## config.mk

```make
export PLATFORM = sky130hd
export DESIGN_NAME = htbd_ctrl
export DESIGN_NICKNAME = d
export VERILOG_FILES = /design/src/sv/htbd_pkg.sv /design/src/sv/htbd_ctrl.sv
export SDC_FILE = /design/constraint.sdc
export NUM_CORES = 1
export LEC_CHECK = 0
export BUFFER_PORTS_ARGS = -buffer_cell sky130_fd_sc_hd__buf_2
export CAP_MARGIN = 20
export CORE_MARGIN = 2
export CORE_UTILIZATION = 35
export DETAILED_ROUTE_END_ITERATION = 16
export PLACE_DENSITY = 0.72
export SLEW_MARGIN = 20
export SYNTH_ARGS = -nofsm -noshare
export SYNTH_HDL_FRONTEND = slang
export SYNTH_SLANG_ARGS = --single-unit
export TNS_END_PERCENT = 20
```

## constraint.sdc

```tcl
create_clock -name clk -period 4.47 [get_ports clk]
set_input_delay 0.894 -clock clk [delete_from_list [all_inputs] [get_ports clk]]
set_output_delay 0.894 -clock clk [all_outputs]
set_load 0.02 [all_outputs]
```

## src/sv/htbd_pkg.sv

```systemverilog
// Shared types and constants for the Huffman tree bit decoder.
// No dependencies; used by htbd_ctrl, htbd_dp and huffman_tree_bit_decoder.
package htbd_pkg;

  localparam int CMD_W    = 2;
  localparam int SYM_W    = 8;
  localparam int LEN_W    = 7;
  localparam int CODE_W   = 64;
  localparam int POS_W    = 6;
  localparam int BITS_W   = 48;
  localparam int STAT_W   = 3;
  localparam int S_DATA_W = 80;
  localparam int S_USER_W = 2;
  localparam int M_DATA_W = 16;
  localparam int M_USER_W = 1;

  localparam logic [CMD_W-1:0] CMD_CLEAR  = 2'd0;
  localparam logic [CMD_W-1:0] CMD_LOAD   = 2'd1;
  localparam logic [CMD_W-1:0] CMD_DECODE = 2'd2;
  localparam logic [CMD_W-1:0] CMD_FINISH = 2'd3;

  localparam logic [STAT_W-1:0] STAT_OK         = 3'd0;
  localparam logic [STAT_W-1:0] STAT_INVALID    = 3'd1;
  localparam logic [STAT_W-1:0] STAT_FULL       = 3'd2;
  localparam logic [STAT_W-1:0] STAT_INCOMPLETE = 3'd3;
  localparam logic [STAT_W-1:0] STAT_SHORT      = 3'd4;
  localparam logic [STAT_W-1:0] STAT_IGNORED    = 3'd5;

  typedef struct packed {
    logic              take;
    logic              clr;
    logic              ld_start;
    logic              rd_node;
    logic              follow;
    logic              link;
    logic              alloc;
    logic              sym_wr;
    logic              dec_start;
    logic              dec_step;
    logic              dec_err;
    logic              dec_leaf;
    logic              dec_down;
    logic              res_set;
    logic              res_valid;
    logic [STAT_W-1:0] res_status;
    logic              out_load;
  } ctl_cmd_t;

  typedef struct packed {
    logic [CMD_W-1:0] cmd;
    logic             err;
    logic             bits_done;
    logic             len_bad;
    logic             len_zero;
    logic             cnt_one;
    logic             slot_zero;
    logic             pool_full;
    logic             leaf;
    logic             cur_root;
    logic             out_free;
  } ctl_stat_t;

endpackage

```

## src/sv/htbd_ctrl.sv

```systemverilog
// Control state machine for the Huffman tree bit decoder.
// Depends on htbd_pkg; drives htbd_dp through ctl_cmd_t and reads ctl_stat_t.
module htbd_ctrl (
  input  logic               clk,
  input  logic               rst,
  input  logic               s_tvalid,
  output logic               s_tready,
  input  htbd_pkg::ctl_stat_t st,
  output htbd_pkg::ctl_cmd_t  cmd
);

  localparam logic [3:0] S_IDLE  = 4'd0;
  localparam logic [3:0] S_EXEC  = 4'd1;
  localparam logic [3:0] S_LRD   = 4'd2;
  localparam logic [3:0] S_LCHK  = 4'd3;
  localparam logic [3:0] S_LNEW  = 4'd4;
  localparam logic [3:0] S_SRD   = 4'd5;
  localparam logic [3:0] S_SWR   = 4'd6;
  localparam logic [3:0] S_DNEXT = 4'd7;
  localparam logic [3:0] S_DEVAL = 4'd8;
  localparam logic [3:0] S_RESP  = 4'd9;

  logic [3:0] state;
  logic [3:0] state_next;

  assign s_tready = (state == S_IDLE);

  always_ff @(posedge clk) begin
    if (rst) begin
      state <= S_IDLE;
    end else begin
      state <= state_next;
    end
  end

  always_comb begin
    cmd        = '0;
    state_next = state;
    case (state)
      S_IDLE: begin
        if (s_tvalid) begin
          cmd.take   = 1'b1;
          state_next = S_EXEC;
        end
      end
      S_EXEC: begin
        case (st.cmd)
          htbd_pkg::CMD_CLEAR: begin
            cmd.clr        = 1'b1;
            cmd.res_set    = 1'b1;
            cmd.res_status = htbd_pkg::STAT_OK;
            state_next     = S_RESP;
          end
          htbd_pkg::CMD_LOAD: begin
            if (st.len_bad) begin
              cmd.res_set    = 1'b1;
              cmd.res_status = htbd_pkg::STAT_INVALID;
              state_next     = S_RESP;
            end else begin
              cmd.ld_start = 1'b1;
              state_next   = st.len_zero ? S_SRD : S_LRD;
            end
          end
          htbd_pkg::CMD_DECODE: begin
            if (st.err) begin
              cmd.res_set    = 1'b1;
              cmd.res_status = htbd_pkg::STAT_INVALID;
              state_next     = S_RESP;
            end else if (st.bits_done) begin
              cmd.res_set    = 1'b1;
              cmd.res_status = htbd_pkg::STAT_IGNORED;
              state_next     = S_RESP;
            end else begin
              cmd.dec_start = 1'b1;
              state_next    = S_DNEXT;
            end
          end
          default: begin
            cmd.res_set = 1'b1;
            if (st.err) begin
              cmd.res_status = htbd_pkg::STAT_INVALID;
            end else if (!st.bits_done) begin
              cmd.res_status = htbd_pkg::STAT_SHORT;
            end else if (!st.cur_root) begin
              cmd.res_status = htbd_pkg::STAT_INCOMPLETE;
            end else begin
              cmd.res_status = htbd_pkg::STAT_OK;
            end
            state_next = S_RESP;
          end
        endcase
      end
      S_LRD: begin
        cmd.rd_node = 1'b1;
        state_next  = S_LCHK;
      end
      S_LCHK: begin
        if (!st.slot_zero) begin
          cmd.follow = 1'b1;
          state_next = st.cnt_one ? S_SRD : S_LRD;
        end else if (st.pool_full) begin
          cmd.res_set    = 1'b1;
          cmd.res_status = htbd_pkg::STAT_FULL;
          state_next     = S_RESP;
        end else begin
          cmd.link   = 1'b1;
          state_next = S_LNEW;
        end
      end
      S_LNEW: begin
        cmd.alloc  = 1'b1;
        state_next = st.cnt_one ? S_SRD : S_LRD;
      end
      S_SRD: begin
        cmd.rd_node = 1'b1;
        state_next  = S_SWR;
      end
      S_SWR: begin
        cmd.sym_wr     = 1'b1;
        cmd.res_set    = 1'b1;
        cmd.res_status = htbd_pkg::STAT_OK;
        state_next     = S_RESP;
      end
      S_DNEXT: begin
        cmd.res_status = htbd_pkg::STAT_INVALID;
        if (st.slot_zero) begin
          cmd.dec_err = 1'b1;
          cmd.res_set = 1'b1;
          state_next  = S_RESP;
        end else begin
          cmd.dec_step = 1'b1;
          state_next   = S_DEVAL;
        end
      end
      S_DEVAL: begin
        cmd.res_set    = 1'b1;
        cmd.res_status = htbd_pkg::STAT_OK;
        if (st.leaf) begin
          cmd.dec_leaf  = 1'b1;
          cmd.res_valid = 1'b1;
        end else begin
          cmd.dec_down = 1'b1;
        end
        state_next = S_RESP;
      end
      S_RESP: begin
        if (st.out_free) begin
          cmd.out_load = 1'b1;
          state_next   = S_IDLE;
        end
      end
      default: begin
        state_next = S_IDLE;
      end
    endcase
  end

endmodule

```

==> metrics.txt <==
Max IR drop VDD 124 uV; worst min-delay path class flip-flop to flip-flop; status finished, final reports clean; final period utilization 64.4%; Crit-path slowest cell ha_1; Slew headroom 56.5%; critical path's most frequent cell buf_2; Num CTS Buffers 3; Worst R2R End state[1]; crit path kind input port to output port; Post-DRT Antenna Nets 0; fin crit period 2.88 ns; synthesis-stage register bit count 4; Max FO, Critical Path 4; net switching power 0.0000804 W; aggregate global-route resource usage 14.0%; Leak 0.439 nW; Logic pwr share 46.8%; hold_buf cts 0; IO buf count 34; Top reg by flops state; non-filler cells, final 155; Final Max Slew Viols 0; WP data arrival 1.98 ns; DRC 0; Worst-path clk slew 0.04 ns; post_cts resized 0; Clock Skew 0.00261 ns; total power 0.000189 W; CP Launch Type input port; GR Overflow Total 0; syn nets 119; Via density 5.31; largest net degree at the start of global routing 20; crit-path max cell delay 0.22 ns; layout cell share with drive strength beyond 1 33.6%; register area share after synthesis 10.8%; cells after synthesis 99; Synth area leader dfxtp_1; area delta synth->final 23.7%; initial DRC count 15; post-synth top area share 10.8%; RSZ-0062 raised after global routing no; post-synthesis async set-or-reset flop share 0%; clk sinks 4; CTS Root Buffer Type clkbuf_4; number of global-route vias before repair 727; max cap viols 0; pre-CTS WS 1.58 ns; Hold Crit Start state[2]; slack of the critical path 1.59 ns; max FFs per register 4; part of the power in registers 29.0%; worst r2r src state[0]; Worst-Skew Late Latency 0.24 ns; HPWL Detailed 1.40 mm; worst hold path depth 2; Regs by FF count state x4; GPL Wtd Cong 0.840; Die Ht 50.1 um; Routed WL 1.82 mm; first drt pass iteration count 4; total power per unit cell area 206 nW/um2; htree depth 1; Critical Path, Cell by Cell buf_2 > inv_1 > ha_1 > o21ai_0 > nand3_1 > a21oi_1 > nand3b_1 > buf_2; Die Footprint 2510 um2; core area 1980 um2; actual slew at the worst max-slew pin 0.651 ns; drt wl/cell 11.7 um; top-count cell post-synth nor2_1; Yosys cell types 40; final setup TNS 0 ns; placed cells 152; Post-CTS Setup Bufs 0; Hold WS 0.849 ns; predominant post-synthesis flop cell dfxtp_1; Post-synth EDFFs 0; DR vias 823; synthesized area 743 um2; antenna cells 0; Synth area leaders dfxtp_1, ha_1, a21oi_1; most frequent cells after synthesis nor2_1, a21oi_1, nand2_1, ha_1; switch share 42.4%; Yosys Warn Count 0; first-pass GRT wire length 2.85 mm; CTS Buffer Depth 2; Pint 0.000109 W; initial antenna violation count 0; fmax 0.347 GHz; I/O pins 35; crit end category output port; register-to-register setup slack 2.58 ns; CP required 3.58 ns; Hold Path End state[3]; Initial Util 37.5%; row count 16; worst-case reg-to-reg path depth 4; die width 50.1 um; Syn Area/Cell 7.51 um2; Hold Vio Cnt, Final 0; Final #Nets 150; power share of the clock group 24.2%; final setup violating endpoints 0; CTS tree built
==> per-layer routing <==
metal	share of wire (%)	GRT usage, %
met5	0	0
met4	0	2.78
met3	6.4	2.42
met2	50	25.9
met1	44	16.7
==> critical path, delay by kind of cell <==
family | cells | cell delay, ns
compound gates | 2 | 0.33
buf+inv | 3 | 0.34
simple gates | 2 | 0.20
fa+ha+maj | 1 | 0.22
==> cell families (layout without fill, tap and decap cells) <==
logic type | count (synthesis) | in the layout | share of synthesized area (%)
AOI/OAI and AO/OA | 27 | 27 | 23.4
adders and majority gates | 5 | 5 | 8.42
buffers and inverters | 11 | 40 | 8.25
DFF | 4 | 4 | 10.8
muxes | 1 | 1 | 1.52
and+or+nand+nor | 51 | 51 | 47.6
==> metrics by stage <==
stage / area [um2] / utilization, %
after global routing: 920 / 46.4
after global placement: 897 / 45.3
after detailed placement: 897 / 45.3
after CTS: 920 / 46.4
after floorplan: 743 / -
final: 920 / 46.4
==> power groups by stage <==
stage	clock, W	sequential (W)	combinational (W)
6_report	0.0000458	0.0000549	0.0000887
4_1_cts	0.0000461	0.0000545	0.0000892
3_5_place_dp	0	0.0000551	0.0000885
2_1_floorplan	0	0.0000407	0.0000802
3_3_place_gp	0	0.0000550	0.0000865
5_1_grt	0.0000486	0.0000563	0.0000965
==> layout by cell type (no fill, tap or decap) <==
cell       instances
buf_2             34
nor2_1            12
a21oi_1           11
nand2_1            6
ha_1               5
nand3b_1           4
nor3b_1            4
dfxtp_1            4
inv_1              3
nor2b_1            3
and2_1             3
o21bai_1           3
clkbuf_4           3
o21ai_0            2
nor3_1             2
nand2b_1           2
nand3_1            2
nor4b_4            2
and3b_1            2
o211ai_1           2
a211o_1            2
nand4b_1           1
nor4_1             1
or4b_4             1
o21a_1             1
o21ai_1            1
mux2_2             1
nand4bb_1          1
nor4b_2            1
and3_1             1
and4b_1            1
a31o_1             1
nor3b_2            1
o21ba_1            1
o221ai_1           1
a31oi_1            1
or2b_1             1
a211oi_1           1
==> how the worst max path moves through the flow <==
stage / start / to / slack (ns) / depth (start not counted)
floorplan: st[10] / cmd[3] / 1.70 / 5
global route: st[10] / cmd[5] / 1.43 / 8
detailed placement: st[10] / cmd[5] / 1.58 / 8
CTS: st[10] / cmd[5] / 1.57 / 8
finish: st[10] / cmd[5] / 1.59 / 8
global placement: st[10] / cmd[5] / 1.60 / 8
==> layout make-up <==
type,count,area [um2]
fill,215,1060
sequential,4,80.1
clock buffer,3,22.5
tap,27,33.8
timing repair buffer,34,170
inverter,3,11.3
multi-input combinational,84,602
Note: power is estimated with default switching activity, not from simulation.
